`config.mk`:
```
export PLATFORM = sky130hd
export DESIGN_NAME = time_switch_output_state_flat
export DESIGN_NICKNAME = d
export VERILOG_FILES = /design/src/rtl/core/tsos_pkg.sv /design/src/rtl/core/tsos_if.sv /design/src/rtl/core/tsos_cfg_regs.sv /design/src/rtl/core/tsos_time_stage.sv /design/src/rtl/core/tsos_match_stage.sv /design/src/rtl/core/tsos_out_stage.sv /design/src/rtl/core/time_switch_output_state.sv /design/src/flat_wrapper.sv
export SDC_FILE = /design/constraint.sdc
export NUM_CORES = 1
export LEC_CHECK = 0
export BUFFER_PORTS_ARGS = -buffer_cell sky130_fd_sc_hd__buf_4
export CORE_ASPECT_RATIO = 0.75
export CORE_MARGIN = 10
export CORE_UTILIZATION = 40
export DETAILED_ROUTE_END_ITERATION = 7
export HOLD_SLACK_MARGIN = 0.12
export PLACE_DENSITY = 0.61
export SKIP_CTS_REPAIR_TIMING = 1
export SYNTH_ARGS = -nofsm -noshare
export SYNTH_HDL_FRONTEND = slang
export SYNTH_SLANG_ARGS = --single-unit
export TNS_END_PERCENT = 1
```
`constraint.sdc`:
```
create_clock -name i_clk -period 10.5 [get_ports i_clk]
set_input_delay 1.575 -clock i_clk [delete_from_list [all_inputs] [get_ports i_clk]]
set_output_delay 1.575 -clock i_clk [all_outputs]
set_load 0.05 [all_outputs]
```
`src/rtl/core/tsos_pkg.sv`:
```
// -----------------------------------------------------------------------------
// tsos_pkg: shared types and constants of the time switch
// Field widths, register and mode codes, and the structs passed between the
// pipeline stages.
// -----------------------------------------------------------------------------
package tsos_pkg;

    localparam int YEAR_W  = 12;
    localparam int MONTH_W = 4;
    localparam int DAY_W   = 5;
    localparam int HOUR_W  = 5;
    localparam int MIN_W   = 6;
    localparam int SEC_W   = 6;
    localparam int WDAY_W  = 3;
    localparam int DATE_W  = 21;
    localparam int SOD_W   = 17;
    localparam int MASK_W  = 7;
    localparam int MODE_W  = 2;
    localparam int CIDX_W  = 3;
    localparam int CDATA_W = 21;
    localparam int STAMP_W = DATE_W + SOD_W;

    localparam logic [SOD_W-1:0]  SEC_PER_HOUR = SOD_W'(3600);
    localparam logic [SOD_W-1:0]  SEC_PER_MIN  = SOD_W'(60);
    localparam logic [WDAY_W-1:0] LAST_WEEKDAY = WDAY_W'(6);

    typedef enum logic [MODE_W-1:0] {
        MODE_DATE_CONT = 2'd0,
        MODE_DATE_INT  = 2'd1,
        MODE_WDAY_CONT = 2'd2,
        MODE_WDAY_INT  = 2'd3
    } t_mode;

    typedef enum logic [CIDX_W-1:0] {
        CFG_MODE          = 3'd0,
        CFG_WEEKDAY_MASK  = 3'd1,
        CFG_START_DATE    = 3'd2,
        CFG_START_SECONDS = 3'd3,
        CFG_END_DATE      = 3'd4,
        CFG_END_SECONDS   = 3'd5
    } t_cfg_idx;

    typedef struct packed {
        t_mode              mode;
        logic [MASK_W-1:0]  weekday_mask;
        logic [DATE_W-1:0]  start_date;
        logic [SOD_W-1:0]   start_seconds;
        logic [DATE_W-1:0]  end_date;
        logic [SOD_W-1:0]   end_seconds;
    } t_cfg;

    // after the time-of-day stage
    typedef struct packed {
        logic [DATE_W-1:0] date;
        logic [SOD_W-1:0]  sod;
        logic [WDAY_W-1:0] wday;
    } t_s1;

    // after the compare stage
    typedef struct packed {
        logic ge_start;   // stamp >= start stamp
        logic lt_end;     // stamp <  end stamp
        logic ge_s;       // sod >= start_seconds
        logic lt_e;       // sod <  end_seconds
        logic in_run;     // weekday inside a selected run
        logic prev_on;    // previous weekday selected
        logic is_first;   // weekday opens its run
        logic is_last;    // weekday closes its run
    } t_s2;

endpackage

```
`src/rtl/core/tsos_if.sv`:
```
// -----------------------------------------------------------------------------
// tsos_if: channel interfaces of the time switch
// Input item, result item and register write channels, valid/ready each.
// -----------------------------------------------------------------------------
interface tsos_in_if import tsos_pkg::*; ();
    logic               valid;
    logic               ready;
    logic [YEAR_W-1:0]  now_year;
    logic [MONTH_W-1:0] now_month;
    logic [DAY_W-1:0]   now_day;
    logic [HOUR_W-1:0]  now_hour;
    logic [MIN_W-1:0]   now_minute;
    logic [SEC_W-1:0]   now_second;
    logic [WDAY_W-1:0]  now_weekday;

    modport source (
        output valid, now_year, now_month, now_day, now_hour, now_minute,
               now_second, now_weekday,
        input  ready
    );
    modport sink (
        input  valid, now_year, now_month, now_day, now_hour, now_minute,
               now_second, now_weekday,
        output ready
    );
endinterface

interface tsos_out_if ();
    logic valid;
    logic ready;
    logic output_on;

    modport source (output valid, output_on, input ready);
    modport sink (input valid, output_on, output ready);
endinterface

interface tsos_cfg_if import tsos_pkg::*; ();
    logic               valid;
    logic               ready;
    logic [CIDX_W-1:0]  wr_index;
    logic [CDATA_W-1:0] wr_data;

    modport source (output valid, wr_index, wr_data, input ready);
    modport sink (input valid, wr_index, wr_data, output ready);
endinterface

```
`src/rtl/core/tsos_cfg_regs.sv`:
```
// -----------------------------------------------------------------------------
// tsos_cfg_regs: configuration register file
// Six registers written by index; unknown indexes are dropped.
// -----------------------------------------------------------------------------
module tsos_cfg_regs import tsos_pkg::*; (
    input  logic       i_clk,
    input  logic       i_rst_n,
    tsos_cfg_if.sink   i_cfg,
    output t_cfg       o_cfg
);

    t_cfg r_cfg;
    t_cfg n_cfg;

    assign i_cfg.ready = 1'b1;
    assign o_cfg       = r_cfg;

    always_comb begin
        n_cfg = r_cfg;
        if (i_cfg.valid) begin
            unique case (t_cfg_idx'(i_cfg.wr_index))
                CFG_MODE:          n_cfg.mode          = t_mode'(i_cfg.wr_data[MODE_W-1:0]);
                CFG_WEEKDAY_MASK:  n_cfg.weekday_mask  = i_cfg.wr_data[MASK_W-1:0];
                CFG_START_DATE:    n_cfg.start_date    = i_cfg.wr_data[DATE_W-1:0];
                CFG_START_SECONDS: n_cfg.start_seconds = i_cfg.wr_data[SOD_W-1:0];
                CFG_END_DATE:      n_cfg.end_date      = i_cfg.wr_data[DATE_W-1:0];
                CFG_END_SECONDS:   n_cfg.end_seconds   = i_cfg.wr_data[SOD_W-1:0];
                default:           n_cfg = r_cfg;
            endcase
        end
    end

    always_ff @(posedge i_clk) begin
        if (!i_rst_n) begin
            r_cfg <= '0;
        end else begin
            r_cfg <= n_cfg;
        end
    end

endmodule

```
`src/rtl/core/tsos_time_stage.sv`:
```
// -----------------------------------------------------------------------------
// tsos_time_stage: first pipeline stage
// Packs the date and turns hour/minute/second into seconds of day.
// -----------------------------------------------------------------------------
module tsos_time_stage import tsos_pkg::*; (
    input  logic     i_clk,
    input  logic     i_rst_n,
    tsos_in_if.sink  i_in,
    output logic     o_valid,
    input  logic     i_ready,
    output t_s1      o_s1
);

    logic r_valid;
    t_s1  r_s1;
    t_s1  n_s1;
    logic adv;

    assign adv        = !r_valid || i_ready;
    assign i_in.ready = adv;
    assign o_valid    = r_valid;
    assign o_s1       = r_s1;

    always_comb begin
        n_s1.date = {i_in.now_year, i_in.now_month, i_in.now_day};
        n_s1.sod  = SOD_W'(i_in.now_hour) * SEC_PER_HOUR
                  + SOD_W'(i_in.now_minute) * SEC_PER_MIN
                  + SOD_W'(i_in.now_second);
        n_s1.wday = i_in.now_weekday;
    end

    always_ff @(posedge i_clk) begin
        if (!i_rst_n) begin
            r_valid <= 1'b0;
        end else if (adv) begin
            r_valid <= i_in.valid;
        end
    end

    always_ff @(posedge i_clk) begin
        if (adv && i_in.valid) begin
            r_s1 <= n_s1;
        end
    end

endmodule

```
`src/rtl/core/tsos_match_stage.sv`:
```
// -----------------------------------------------------------------------------
// tsos_match_stage: second pipeline stage
// Date/time stamp compares against the range and weekday run decode.
// -----------------------------------------------------------------------------
module tsos_match_stage import tsos_pkg::*; (
    input  logic     i_clk,
    input  logic     i_rst_n,
    input  t_cfg     i_cfg,
    input  logic     i_valid,
    output logic     o_ready,
    input  t_s1      i_s1,
    output logic     o_valid,
    input  logic     i_ready,
    output t_s2      o_s2
);

    logic               r_valid;
    t_s2                r_s2;
    t_s2                n_s2;
    logic               adv;
    logic               full;
    logic               wrap;
    logic [7:0]         run_vec;
    logic [7:0]         first_vec;
    logic [7:0]         last_vec;
    logic [7:0]         sel_vec;
    logic [WDAY_W-1:0]  prev_day;
    logic [STAMP_W-1:0] now_stamp;

    assign adv     = !r_valid || i_ready;
    assign o_ready = adv;
    assign o_valid = r_valid;
    assign o_s2    = r_s2;

    // first and last weekday runs join unless every day is selected
    assign full = &i_cfg.weekday_mask;
    assign wrap = i_cfg.weekday_mask[0] && i_cfg.weekday_mask[MASK_W-1] && !full;

    always_comb begin
        sel_vec = {1'b0, i_cfg.weekday_mask};
        // weekday seven only sits in a run that wraps the week
        run_vec = {wrap, i_cfg.weekday_mask};
        first_vec    = '0;
        last_vec     = '0;
        first_vec[0] = i_cfg.weekday_mask[0] && !wrap;
        last_vec[MASK_W-1] = i_cfg.weekday_mask[MASK_W-1] && !wrap;
        for (int d = 1; d < MASK_W; d++) begin
            first_vec[d] = i_cfg.weekday_mask[d] && !i_cfg.weekday_mask[d-1];
        end
        for (int d = 0; d < MASK_W - 1; d++) begin
            last_vec[d] = i_cfg.weekday_mask[d] && !i_cfg.weekday_mask[d+1];
        end
    end

    assign prev_day  = (i_s1.wday == '0) ? LAST_WEEKDAY : i_s1.wday - WDAY_W'(1);
    assign now_stamp = {i_s1.date, i_s1.sod};

    always_comb begin
        n_s2.ge_start = now_stamp >= {i_cfg.start_date, i_cfg.start_seconds};
        n_s2.lt_end   = now_stamp <  {i_cfg.end_date, i_cfg.end_seconds};
        n_s2.ge_s     = i_s1.sod >= i_cfg.start_seconds;
        n_s2.lt_e     = i_s1.sod <  i_cfg.end_seconds;
        n_s2.in_run   = run_vec[i_s1.wday];
        n_s2.prev_on  = sel_vec[prev_day];
        n_s2.is_first = first_vec[i_s1.wday];
        n_s2.is_last  = last_vec[i_s1.wday];
    end

    always_ff @(posedge i_clk) begin
        if (!i_rst_n) begin
            r_valid <= 1'b0;
        end else if (adv) begin
            r_valid <= i_valid;
        end
    end

    always_ff @(posedge i_clk) begin
        if (adv && i_valid) begin
            r_s2 <= n_s2;
        end
    end

endmodule

```
`src/rtl/core/tsos_out_stage.sv`:
```
// -----------------------------------------------------------------------------
// tsos_out_stage: last pipeline stage
// Selects the on/off decision by mode and holds the result beat.
// -----------------------------------------------------------------------------
module tsos_out_stage import tsos_pkg::*; (
    input  logic       i_clk,
    input  logic       i_rst_n,
    input  t_cfg       i_cfg,
    input  logic       i_valid,
    output logic       o_ready,
    input  t_s2        i_s2,
    tsos_out_if.source o_out
);

    logic r_valid;
    logic r_on;
    logic n_on;
    logic adv;
    logic crosses;
    logic in_window;

    assign adv             = !r_valid || o_out.ready;
    assign o_ready         = adv;
    assign o_out.valid     = r_valid;
    assign o_out.output_on = r_on;

    // daily window runs past midnight
    assign crosses   = i_cfg.start_seconds > i_cfg.end_seconds;
    assign in_window = crosses ? (i_s2.ge_s || i_s2.lt_e) : (i_s2.ge_s && i_s2.lt_e);

    always_comb begin
        unique case (i_cfg.mode)
            MODE_DATE_CONT: n_on = i_s2.ge_start && i_s2.lt_end;
            MODE_DATE_INT:  n_on = i_s2.ge_start && i_s2.lt_end && in_window;
            MODE_WDAY_CONT: n_on = i_s2.in_run
                                && (i_s2.ge_s || !i_s2.is_first)
                                && (i_s2.lt_e || !i_s2.is_last);
            MODE_WDAY_INT:  n_on = crosses
                                ? ((i_s2.ge_s && i_s2.in_run) || (i_s2.lt_e && i_s2.prev_on))
                                : (i_s2.in_run && i_s2.ge_s && i_s2.lt_e);
            default:        n_on = 1'b0;
        endcase
    end

    always_ff @(posedge i_clk) begin
        if (!i_rst_n) begin
            r_valid <= 1'b0;
        end else if (adv) begin
            r_valid <= i_valid;
        end
    end

    always_ff @(posedge i_clk) begin
        if (adv && i_valid) begin
            r_on <= n_on;
        end
    end

endmodule

```
`src/rtl/core/time_switch_output_state.sv`:
```
// -----------------------------------------------------------------------------
// time_switch_output_state: programmable time switch
// Gives one on/off bit for each date/time/weekday beat.
// -----------------------------------------------------------------------------
// Takes one input beat per clock while the output is not stalled and returns
// one result beat for each, in order. The path is three register stages:
// seconds-of-day and date packing, then the stamp and weekday compares, then
// the output register. Input ready follows output ready through the stages in
// the same cycle; a stall on the output fills the stages and then holds input
// ready low.
// Registers are written through the configuration channel, which is always
// ready; write them only while no beat is in flight.
module time_switch_output_state import tsos_pkg::*; (
    input  logic       i_clk,
    input  logic       i_rst_n,
    tsos_in_if.sink    i_in,
    tsos_out_if.source o_out,
    tsos_cfg_if.sink   i_cfg
);

    t_cfg cfg;
    logic s1_valid;
    logic s1_ready;
    t_s1  s1;
    logic s2_valid;
    logic s2_ready;
    t_s2  s2;

    tsos_cfg_regs u_cfg (
        .i_clk   (i_clk),
        .i_rst_n (i_rst_n),
        .i_cfg   (i_cfg),
        .o_cfg   (cfg)
    );

    tsos_time_stage u_time (
        .i_clk   (i_clk),
        .i_rst_n (i_rst_n),
        .i_in    (i_in),
        .o_valid (s1_valid),
        .i_ready (s1_ready),
        .o_s1    (s1)
    );

    tsos_match_stage u_match (
        .i_clk   (i_clk),
        .i_rst_n (i_rst_n),
        .i_cfg   (cfg),
        .i_valid (s1_valid),
        .o_ready (s1_ready),
        .i_s1    (s1),
        .o_valid (s2_valid),
        .i_ready (s2_ready),
        .o_s2    (s2)
    );

    tsos_out_stage u_out (
        .i_clk   (i_clk),
        .i_rst_n (i_rst_n),
        .i_cfg   (cfg),
        .i_valid (s2_valid),
        .o_ready (s2_ready),
        .i_s2    (s2),
        .o_out   (o_out)
    );

endmodule

```
`src/flat_wrapper.sv`:
```
// flat-port wrapper written by rule: the top's interface ports become plain ports
module time_switch_output_state_flat import tsos_pkg::*;
  (i_clk, i_rst_n, i_in_valid, i_in_now_year, i_in_now_month, i_in_now_day, i_in_now_hour, i_in_now_minute, i_in_now_second, i_in_now_weekday, i_in_ready, o_out_valid, o_out_output_on, o_out_ready, i_cfg_valid, i_cfg_wr_index, i_cfg_wr_data, i_cfg_ready);
  tsos_in_if i_in_i ();
  tsos_out_if o_out_i ();
  tsos_cfg_if i_cfg_i ();
  input  logic i_clk;
  input  logic i_rst_n;
  input wire logic [$bits(i_in_i.valid)-1:0] i_in_valid;
  input wire logic [$bits(i_in_i.now_year)-1:0] i_in_now_year;
  input wire logic [$bits(i_in_i.now_month)-1:0] i_in_now_month;
  input wire logic [$bits(i_in_i.now_day)-1:0] i_in_now_day;
  input wire logic [$bits(i_in_i.now_hour)-1:0] i_in_now_hour;
  input wire logic [$bits(i_in_i.now_minute)-1:0] i_in_now_minute;
  input wire logic [$bits(i_in_i.now_second)-1:0] i_in_now_second;
  input wire logic [$bits(i_in_i.now_weekday)-1:0] i_in_now_weekday;
  output wire logic [$bits(i_in_i.ready)-1:0] i_in_ready;
  output wire logic [$bits(o_out_i.valid)-1:0] o_out_valid;
  output wire logic [$bits(o_out_i.output_on)-1:0] o_out_output_on;
  input wire logic [$bits(o_out_i.ready)-1:0] o_out_ready;
  input wire logic [$bits(i_cfg_i.valid)-1:0] i_cfg_valid;
  input wire logic [$bits(i_cfg_i.wr_index)-1:0] i_cfg_wr_index;
  input wire logic [$bits(i_cfg_i.wr_data)-1:0] i_cfg_wr_data;
  output wire logic [$bits(i_cfg_i.ready)-1:0] i_cfg_ready;
  assign i_in_i.valid = i_in_valid;
  assign i_in_i.now_year = i_in_now_year;
  assign i_in_i.now_month = i_in_now_month;
  assign i_in_i.now_day = i_in_now_day;
  assign i_in_i.now_hour = i_in_now_hour;
  assign i_in_i.now_minute = i_in_now_minute;
  assign i_in_i.now_second = i_in_now_second;
  assign i_in_i.now_weekday = i_in_now_weekday;
  assign i_in_ready = i_in_i.ready;
  assign o_out_valid = o_out_i.valid;
  assign o_out_output_on = o_out_i.output_on;
  assign o_out_i.ready = o_out_ready;
  assign i_cfg_i.valid = i_cfg_valid;
  assign i_cfg_i.wr_index = i_cfg_wr_index;
  assign i_cfg_i.wr_data = i_cfg_wr_data;
  assign i_cfg_ready = i_cfg_i.ready;
  time_switch_output_state u_core (.i_clk(i_clk), .i_rst_n(i_rst_n), .i_in(i_in_i), .o_out(o_out_i), .i_cfg(i_cfg_i));
endmodule
```
Yosys cells after proc, flatten, opt, wreduce, memory -nomap -nowiden --
Cells that the tools add are included.
Cells by class: multiply operators 2, add/sub/neg operators 3, magnitude comparators 7, reduce and logical (&&, ||, !) cells 58, muxes and demuxes 12, eq/ne operators 8
Operator list (count):
- $ge A38 B38 Y1 | 1
- $lt A38 B38 Y1 | 1
- $logic_and A1 B1 Y1 | 27
- $add A17 B12 Y17 | 1
- $add A17 B6 Y17 | 1
- $ge A17 B17 Y1 | 1
- $gt A17 B17 Y1 | 1
- $lt A17 B17 Y1 | 1
- $logic_not A1 Y1 | 14
- $mul A5 B8 Y13 const B | 1
- $bmux W1 S3 | 4
- $reduce_and A2 Y1 | 6
- $mul A6 B4 Y10 const B | 1
- $lt A3 B4 Y1 const B | 2
- $logic_or A1 B1 Y1 | 7
- $reduce_and A7 Y1 | 1
- $eq A3 B2 Y1 const B | 2
- $eq A3 B3 Y1 const B | 2
- $logic_not A3 Y1 | 2
- $mux W1 | 6
- $eq A2 B2 Y1 const B | 2
- $pmux W1 S4 | 1
- $eq A3 B1 Y1 const B | 1
- $mux W3 | 1
- 3 further kinds | 3
Word-level totals: output and inout bits 4, logic and storage cells 111, input port bits 70, flip-flop bits (word level) 138

Depth between registers and ports, before layout --
Gate-level depths: netlist of the first run.
depth in word-level cells 7, mapped depth 18, mapped depth without buffers 18

Cells and area by module --
A second synthesis of the first run with hierarchy kept.
Unflattened totals: cells, all modules 968, area total of the unflattened synthesis 9281.4 µm²
By module, submodules not included:
- tsos_cfg_regs | cells each 307, times used 1, area an instance 3178.0 µm², sequential area each 1701.6 µm²
- tsos_time_stage | cells each 231, times used 1, area an instance 2892.8 µm², sequential area each 1251.2 µm²
- tsos_match_stage | cells each 350, times used 1, area an instance 2602.5 µm², sequential area each 260.2 µm²
- tsos_out_stage | cells each 80, times used 1, area an instance 608.1 µm², sequential area each 50.0 µm²

Worst setup path before layout of the first run --
No wires, ideal clock.
path kind input port to flip-flop, start point in i_in_now_minute[3], end point reg u_core.u_time.r_s1, in the netlist u_core.u_time.o_s1[19], data pin, path buffers 0, setup time 0.260 ns, arrival 5.219 ns, required time 10.240 ns, cell stages on the path 17, setup slack 5.021 ns, cells stage by stage inv_1 > fa_1 > fa_1 > inv_1 > ha_1 > a21oi_1 > o22ai_1 > nor2_1 > xnor2_1 > ha_1 > ha_1 > o21a_1 > nor2_1 > or3_4 > o211ai_2 > o2111ai_1 > xnor2_1
RTL lines:
- start, declared | line flat_wrapper.sv:14 | input wire logic [$bits(i_in_i.now_minute)-1:0] i_in_now_minute;
- end signal, assigned | line tsos_time_stage.sv:42 | r_s1 <= n_s1;
- end, declared | line tsos_time_stage.sv:15 | t_s1 r_s1;

==> key figures, run 1 <==
Outcome
  – Status: finished clean

Finish
  – Area growth from synthesis to layout: 16.1%
  – Number of antenna diodes: 0
  – FILL cells: 2123
  – Non-filler instance count after layout: 1388
  – Nets@finish: 1310
  – Cell area after layout: 10600 sq um
  – Layout cells sized above 1: 10.5%
  – Final Util: 47.6%

Logic synthesis
  – Synthesis Warnings: 0
  – Post-Syn Instances: 1015
  – Top cells by area, synth: ha_1 (20%), dfxtp_1 (19%), edfxtp_1 (16%), nand2_1 (7.9%), a21boi_0 (6.4%)
  – Async set or reset register ratio after synthesis: 0%
  – Mapped Nets: 1244
  – Netlist Area Pre-Place: 9110 sq um
  – Library cells used by synthesis: 52
  – Most common cell in the netlist: nand2_1
  – Sequential area share after synthesis: 35.8%
  – Synth top area share: 19.8%
  – EDFF count, synth: 50
  – Syn_area_per_cell: 8.97 sq um
  – Commonest cells in the netlist: nand2_1 (192), ha_1 (144), inv_1 (124)
  – Ys flop type: dfxtp_1
  – Synth area leader: ha_1
  – Yosys reg bits: 138

Timing
  – Post-layout min period: 5.47 ns
  – Final Hold Vio Count: 0
  – Worst-Margin Slew: 1.15 ns
  – Slew headroom: 22.6%
  – Peak Freq: 183 MHz
  – Setup tns final: 0 ns
  – Setup ws final: 5.03 ns
  – Unrepaired setup endpoints after global routing: false
  – Final setup vio count: 0
  – Skew final: 0.0111 ns
  – Fin. max-slew vios: 0
  – Part of the cycle the worst path needs: 52.1%

Detailed routing
  – Via Count: 6982
  – Vias/cell: 5.03
  – Final wirelength: 21500 um
  – Drt drc: 0
  – Pre-Repair DR Iteration Count: 5
  – Drt initial violations: 402
  – Met1 WL: 11700 um
  – Metal3 WL: 771 um
  – Routed wire length per instance: 15.5 um
  – Max layer used: met4
  – Routed met2 length: 8910 um
  – Antenna Violating Nets Remaining: 0

Setup path
  – Critical Path Sink Type: flip-flop
  – Critical Path Start: i_in_now_minute[3]
  – R2R cell count: 7
  – Kind of critical path: input pin to flip-flop
  – Critical Path RT: 10.67 ns
  – RR Startpoint: u_core.u_time.o_s1[34]$_DFFE_PP_
  – Worst Path Arrival: 5.64 ns
  – Critical path launch point type: input pin
  – CP max FO: 4

Pwr
  – PwrDens: 175 nW/um^2
  – Peak VDD IR: 0.129 mV
  – Leak: 4.23 nW

GRT
  – GRT Resource Usage Total: 15.1%
  – Antenna violations before repair: 0
  – Vias in the first global route: 6982
  – Global route total overflow: 0
  – First-pass GRT wire length: 36400 um
  – Largest net degree at the start of global routing: 89

Clock network
  – TritonCTS Buffers: 17
  – CTS tree: built
  – Clock slew at reported path FFs: 0.07 ns
  – TritonCTS Sinks: 138
  – Clock buffer depth: 2
  – Clock Latency Late Sink: 0.43 ns
  – Clock root cell: clkbuf_16
  – H-tree depth: 4

Placement
  – DPL Wire Length: 16400 um
  – GPL Wtd Cong: 0.852
  – PortBufs: 72
  – Dpl cell area: 9950 sq um
  – Post-placement cell count: 1356
  – Pre-CTS setup slack: 4.58 ns

Die
  – Core ar.: 22200 sq um
  – Die area: 29300 sq um
  – Die width: 194 um
  – Die Ht: 151 um
  – I/O pin cnt: 74
  – Initial Util: 41.0%
  – # rows: 47

Min path
  – Min-delay src: u_core.u_cfg.o_cfg[71]$_SDFFE_PN0P_
  – Hold Crit Class: flip-flop to flip-flop
  – Hold path cells: 2

Run
  – Max Cap Violations: 0
==> layout by cell type (no fill, tap or decap), drive strengths merged, types with 3 or more instances in the layout <==
| cell | netlist | routed |
|---|---|---|
| nand3 | 19 | 19 |
| a211oi | 12 | 12 |
| o21ai | 30 | 30 |
| fa | 15 | 15 |
| inv | 124 | 131 |
| and4 | 4 | 4 |
| a21boi | 78 | 78 |
| nor3 | 7 | 7 |
| o31ai | 3 | 3 |
| clkbuf | 25 | 18 |
| nand2b | 4 | 4 |
| mux2i | 7 | 7 |
| buf | 3 | 75 |
| nand2 | 192 | 192 |
| nor2 | 39 | 39 |
| a2111oi | 5 | 5 |
| a21o | 13 | 13 |
| a221oi | 7 | 7 |
| nand4 | 11 | 11 |
| o21a | 7 | 7 |
| edfxtp | 50 | 50 |
| o211ai | 3 | 3 |
| nor2b | 18 | 18 |
| clkinv | 0 | 3 |
| bufinv | 0 | 3 |
| ha | 144 | 144 |
| a31oi | 3 | 3 |
| and3 | 4 | 4 |
| xor2 | 4 | 4 |
| nor3b | 3 | 3 |
| dfxtp | 88 | 88 |
| a21oi | 53 | 53 |
| xnor2 | 15 | 15 |
| o21bai | 3 | 3 |
==> routing by layer <==
metal | vias to the layer above | global-route usage (%)
met3 | 10 | 2.89
met1 | 3230 | 22.1
met5 | - | 0
met2 | 111 | 22.4
met4 | 0 | 2.76
li1 | 3631 | -
==> stage by stage <==
step	hold slack, ns	power [mW]
6_report	0.462	1.85
5_1_grt	0.489	1.99
4_1_cts	0.468	1.86
3_5_place_dp	0.459	1.22
3_3_place_gp	0.452	1.21
2_1_floorplan	0.443	1.07
==> worst max-delay path: stages <==
cell      delay [ns]
buf_4           0.12
inv_1           0.19
fa_1            0.48
fa_1            0.51
inv_1           0.04
ha_1            0.33
a21oi_1         0.22
o22ai_1         0.15
nor2_1          0.14
xnor2_1         0.13
ha_1            0.25
ha_1            0.34
o21a_1          0.21
nor2_1          0.06
or3_4           0.41
o21bai_1        0.19
o221ai_1        0.15
xnor2_1         0.16
==> power breakdown <==
group          switching, mW  total (mW)  internal, mW
clock                  0.252       0.639         0.387
sequential            0.0318       0.651         0.619
combinational          0.310       0.559         0.249
total                  0.594        1.85          1.25
==> area by class of cell <==
class	instances	area (sq um)	area share (%)
multi-input combinational	725	5290	50.0
sequential	138	3260	30.9
timing repair buffer	75	563	5.33
inverter	124	465	4.40
clock buffer	18	439	4.15
tap	294	368	3.48
clock inverter	14	184	1.74
==> cells by family (layout without fill, tap and decap cells) <==
group | Yosys count | count (layout) | share of synthesized area, %
xor gates and xnor gates | 19 | 19 | 1.83
adders and majority gates | 159 | 159 | 23.1
and+or+nand+nor | 306 | 306 | 14.6
AOI/OAI and AO/OA | 231 | 231 | 17.1
other | 1 | 1 | 0.0412
buffers and inverters | 152 | 231 | 6.33
DFF | 138 | 138 | 35.8
muxes | 9 | 9 | 1.26
==> worst paths after layout <==
| check | slack (ns) | to |
|---|---|---|
| setup reg to reg | 7.53 | u_core.u_match.o_s2[7]$_DFFE_PP_ |
| hold reg to reg | 0.46 | u_core.u_cfg.o_cfg[71]$_SDFFE_PN0P_ |
| hold / removal | 0.46 | u_core.u_cfg.o_cfg[71]$_SDFFE_PN0P_ |
| setup / recovery | 5.03 | u_core.u_time.o_s1[17]$_DFFE_PP_ |
==> registers in the layout, indices dropped and copies added, names as in the netlist <==
signal / cells
u_core.u_time.o_s1: 41
u_core.u_match.o_valid: 1
u_core.u_out.o_out.valid: 1
u_core.u_match.o_s2: 8
u_core.u_cfg.o_cfg: 85
u_core.u_out.o_out.output_on: 1
u_core.u_time.o_valid: 1
No activity file was read; power rests on OpenSTA's default activity.
==> run 2, diff against run 1 <==
- clock period: 10.5 -> 5.26 ns (I/O delays scaled with it)
==> run 2 against run 1 <==
Compared with the run above:
- non-clock buffer count unchanged
- largest cell class unchanged
- sequential share of layout area about the same
- critical endpoint unchanged
- worst hold slack about the same
- combinational power increased by 100%
- highest routed layer unchanged
- largest power group unchanged
- clock skew down 0.0022 ns
==> key figures, run 2 (synthesized netlist as in run 1, its figures left out) <==
Die
  – Initial Util: 41.0% (unchanged)
  – Die width: 194 um (unchanged)
  – Die Ht: 151 um (unchanged)
  – Core ar.: 22200 sq um (unchanged)
  – # rows: 47 (unchanged)
  – Die area: 29300 sq um (unchanged)
  – I/O pin cnt: 74 (unchanged)

Min path
  – Hold endpoint: u_core.u_cfg.o_cfg[71]$_SDFFE_PN0P_ (unchanged)
  – Hold Crit Class: flip-flop to flip-flop (unchanged)
  – Hold path cells: 2 (unchanged)
  – Min-delay src: u_core.u_cfg.o_cfg[71]$_SDFFE_PN0P_ (unchanged)

Clock network
  – TritonCTS Buffers: 17 (unchanged)
  – TritonCTS Sinks: 138 (unchanged)
  – Clock buffer depth: 2 (unchanged)
  – H-tree depth: 4 (unchanged)
  – Clock root cell: clkbuf_16 (unchanged)
  – CTS tree: built (unchanged)
  – Clock Latency Late Sink: 0.43 ns (about the same)
  – Clock slew at reported path FFs: 0.06 ns (was 0.07 ns)

Detailed routing
  – Via Count: 6964 (was 6982)
  – Vias/cell: 5.02 (was 5.03)
  – Routed wire length per instance: 15.5 um (about the same)
  – Final wirelength: 21500 um (about the same)
  – Drt drc: 0 (unchanged)
  – Antenna Violating Nets Remaining: 0 (unchanged)
  – Pre-Repair DR Iteration Count: 5 (unchanged)
  – Drt initial violations: 344 (was 402)

Setup path
  – Critical Path Sink Type: flip-flop (unchanged)
  – Critical Path RT: 5.43 ns (was 10.67 ns)
  – Kind of critical path: input pin to flip-flop (unchanged)
  – CP max FO: 4 (unchanged)
  – Worst Path Arrival: 4.88 ns (was 5.64 ns)
  – Slowest-stage cell, CP: fa_1 (unchanged)
  – RR Startpoint: u_core.u_time.o_s1[28]$_DFFE_PP_ (was u_core.u_time.o_s1[34]$_DFFE_PP_)
  – R2R cell count: 7 (unchanged)
  – Delay-heaviest family, CP: adder cells (unchanged)
  – Critical path launch point type: input pin (unchanged)
  – Worst-path cell chain: buf_4 > inv_1 > fa_1 > fa_1 > inv_1 > ha_1 > a21oi_1 > o22ai_1 > nor2_1 > xnor2_1 > ha_1 > ha_1 > o21a_1 > nor2_1 > or3_4 > o21bai_1 > o221ai_1 > xnor2_1 (unchanged)
  – Crit path buffers/inverters: 3 (unchanged)
  – Most frequent CP cell: ha_1 (unchanged)
  – R2R Path End: u_core.u_match.o_s2[7]$_DFFE_PP_ (unchanged)
  – Crit-path max cell delay: 0.51 ns (about the same)
  – R2R Setup Slk: 2.33 ns (was 7.53 ns)

GRT
  – Vias in the first global route: 6991 (was 6982)
  – First-pass GRT wire length: 36100 um (was 36400 um)
  – GRT Resource Usage Total: 15.0% (was 15.1%)
  – Antenna violations before repair: 0 (unchanged)
  – Largest net degree at the start of global routing: 89 (unchanged)
  – Global route total overflow: 0 (unchanged)

Outcome
  – Status: finished clean (unchanged)

Pwr
  – PnR Total Power: 3.70 mW (was 1.85 mW)
  – Peak VDD IR: 0.250 mV (was 0.129 mV)
  – Leak: 4.23 nW (about the same)
  – PwrDens: 350 nW/um^2 (was 175 nW/um^2)

Timing
  – Post-layout min period: 4.71 ns
  – Final Hold Vio Count: 0 (unchanged)
  – Unrepaired setup endpoints after global routing: false (unchanged)
  – Skew final: 0.00888 ns (was 0.0111 ns)
  – Slew headroom: 21.4% (was 22.6%)
  – Worst-Margin Slew: 1.17 ns (was 1.15 ns)
  – Peak Freq: 212 MHz
  – Part of the cycle the worst path needs: 89.6%
  – Fin. max-slew vios: 0 (unchanged)
  – Final setup vio count: 0 (unchanged)
  – Hold WS: 0.463 ns (was 0.462 ns)
  – Setup tns final: 0 ns (unchanged)

Finish
  – Area growth from synthesis to layout: 16.0% (was 16.1%)
  – Nets@finish: 1310 (unchanged)
  – Non-filler instance count after layout: 1388 (unchanged)
  – Most frequent cells in the layout: nand2_1 (192), ha_1 (144), inv_1 (124) (unchanged)
  – Number of antenna diodes: 0 (unchanged)
  – Cell area after layout: 10600 sq um (about the same)
  – Most common cell after layout, fill and taps aside: nand2_1 (unchanged)
  – Layout cells sized above 1: 10.5% (unchanged)
  – Max reg flops: 85 (unchanged)

Placement
  – Dpl cell area: 9950 sq um (unchanged)
  – GPL Wtd Cong: 0.852 (about the same)
  – Post-placement cell count: 1356 (unchanged)
  – DPL Wire Length: 16400 um (about the same)
  – PortBufs: 72 (unchanged)

Run
  – Max Cap Violations: 0 (unchanged)
-- run 2: through the flow --
stage | utilization [%] | setup WS [ns]
final | 47.5 | 0.547
after global routing | 47.5 | 0.245
after CTS | 47.5 | 0.549
after detailed placement | 44.8 | 0.106
after global placement | 44.8 | 0.211
after floorplan | - | 0.567
-- run 2: worst register-to-register path, stage by stage (launching register included) --
cell and delay [ns]:
edfxtp_1 0.44, ha_1 0.34, a21oi_1 0.15, o21ai_0 0.10, a221oi_1 0.53, nand4_1 0.23
a2111oi_0 0.65, a211oi_1 0.20
-- run 2: worst max-delay path by stage --
stage                                  start                                to  cells after the start
final                     i_in_now_minute[3]  u_core.u_time.o_s1[17]$_DFFE_PP_                     18
after floorplan           i_in_now_minute[3]  u_core.u_time.o_s1[19]$_DFFE_PP_                     17
after detailed placement  i_in_now_minute[3]  u_core.u_time.o_s1[17]$_DFFE_PP_                     18
after global routing      i_in_now_minute[3]  u_core.u_time.o_s1[15]$_DFFE_PP_                     18
after global placement    i_in_now_minute[3]  u_core.u_time.o_s1[17]$_DFFE_PP_                     18
after CTS                 i_in_now_minute[3]  u_core.u_time.o_s1[17]$_DFFE_PP_                     18
-- run 2: per-layer routing --
| layer | part of all wire [%] | track usage, % |
|---|---|---|
| met1 | 54 | 21.7 |
| met4 | 1.2 | 3.68 |
| met5 | 0 | 0 |
| met3 | 4.0 | 3.07 |
| met2 | 41 | 22.1 |
-- run 2: area by class of cell --
type	count	area, sq um
clock buffer	18	439
clock inverter	14	181
fill	2166	11700
inverter	124	465
multi-input combinational	725	5290
sequential	138	3260
tap	294	368
timing repair buffer	75	563
-- run 2: power breakdown --
group          switching [mW]  leakage [nW]  internal [mW]
sequential             0.0634          1.20           1.24
clock                   0.509         0.304          0.771
combinational           0.621          2.73          0.498
total                    1.19          4.23           2.50
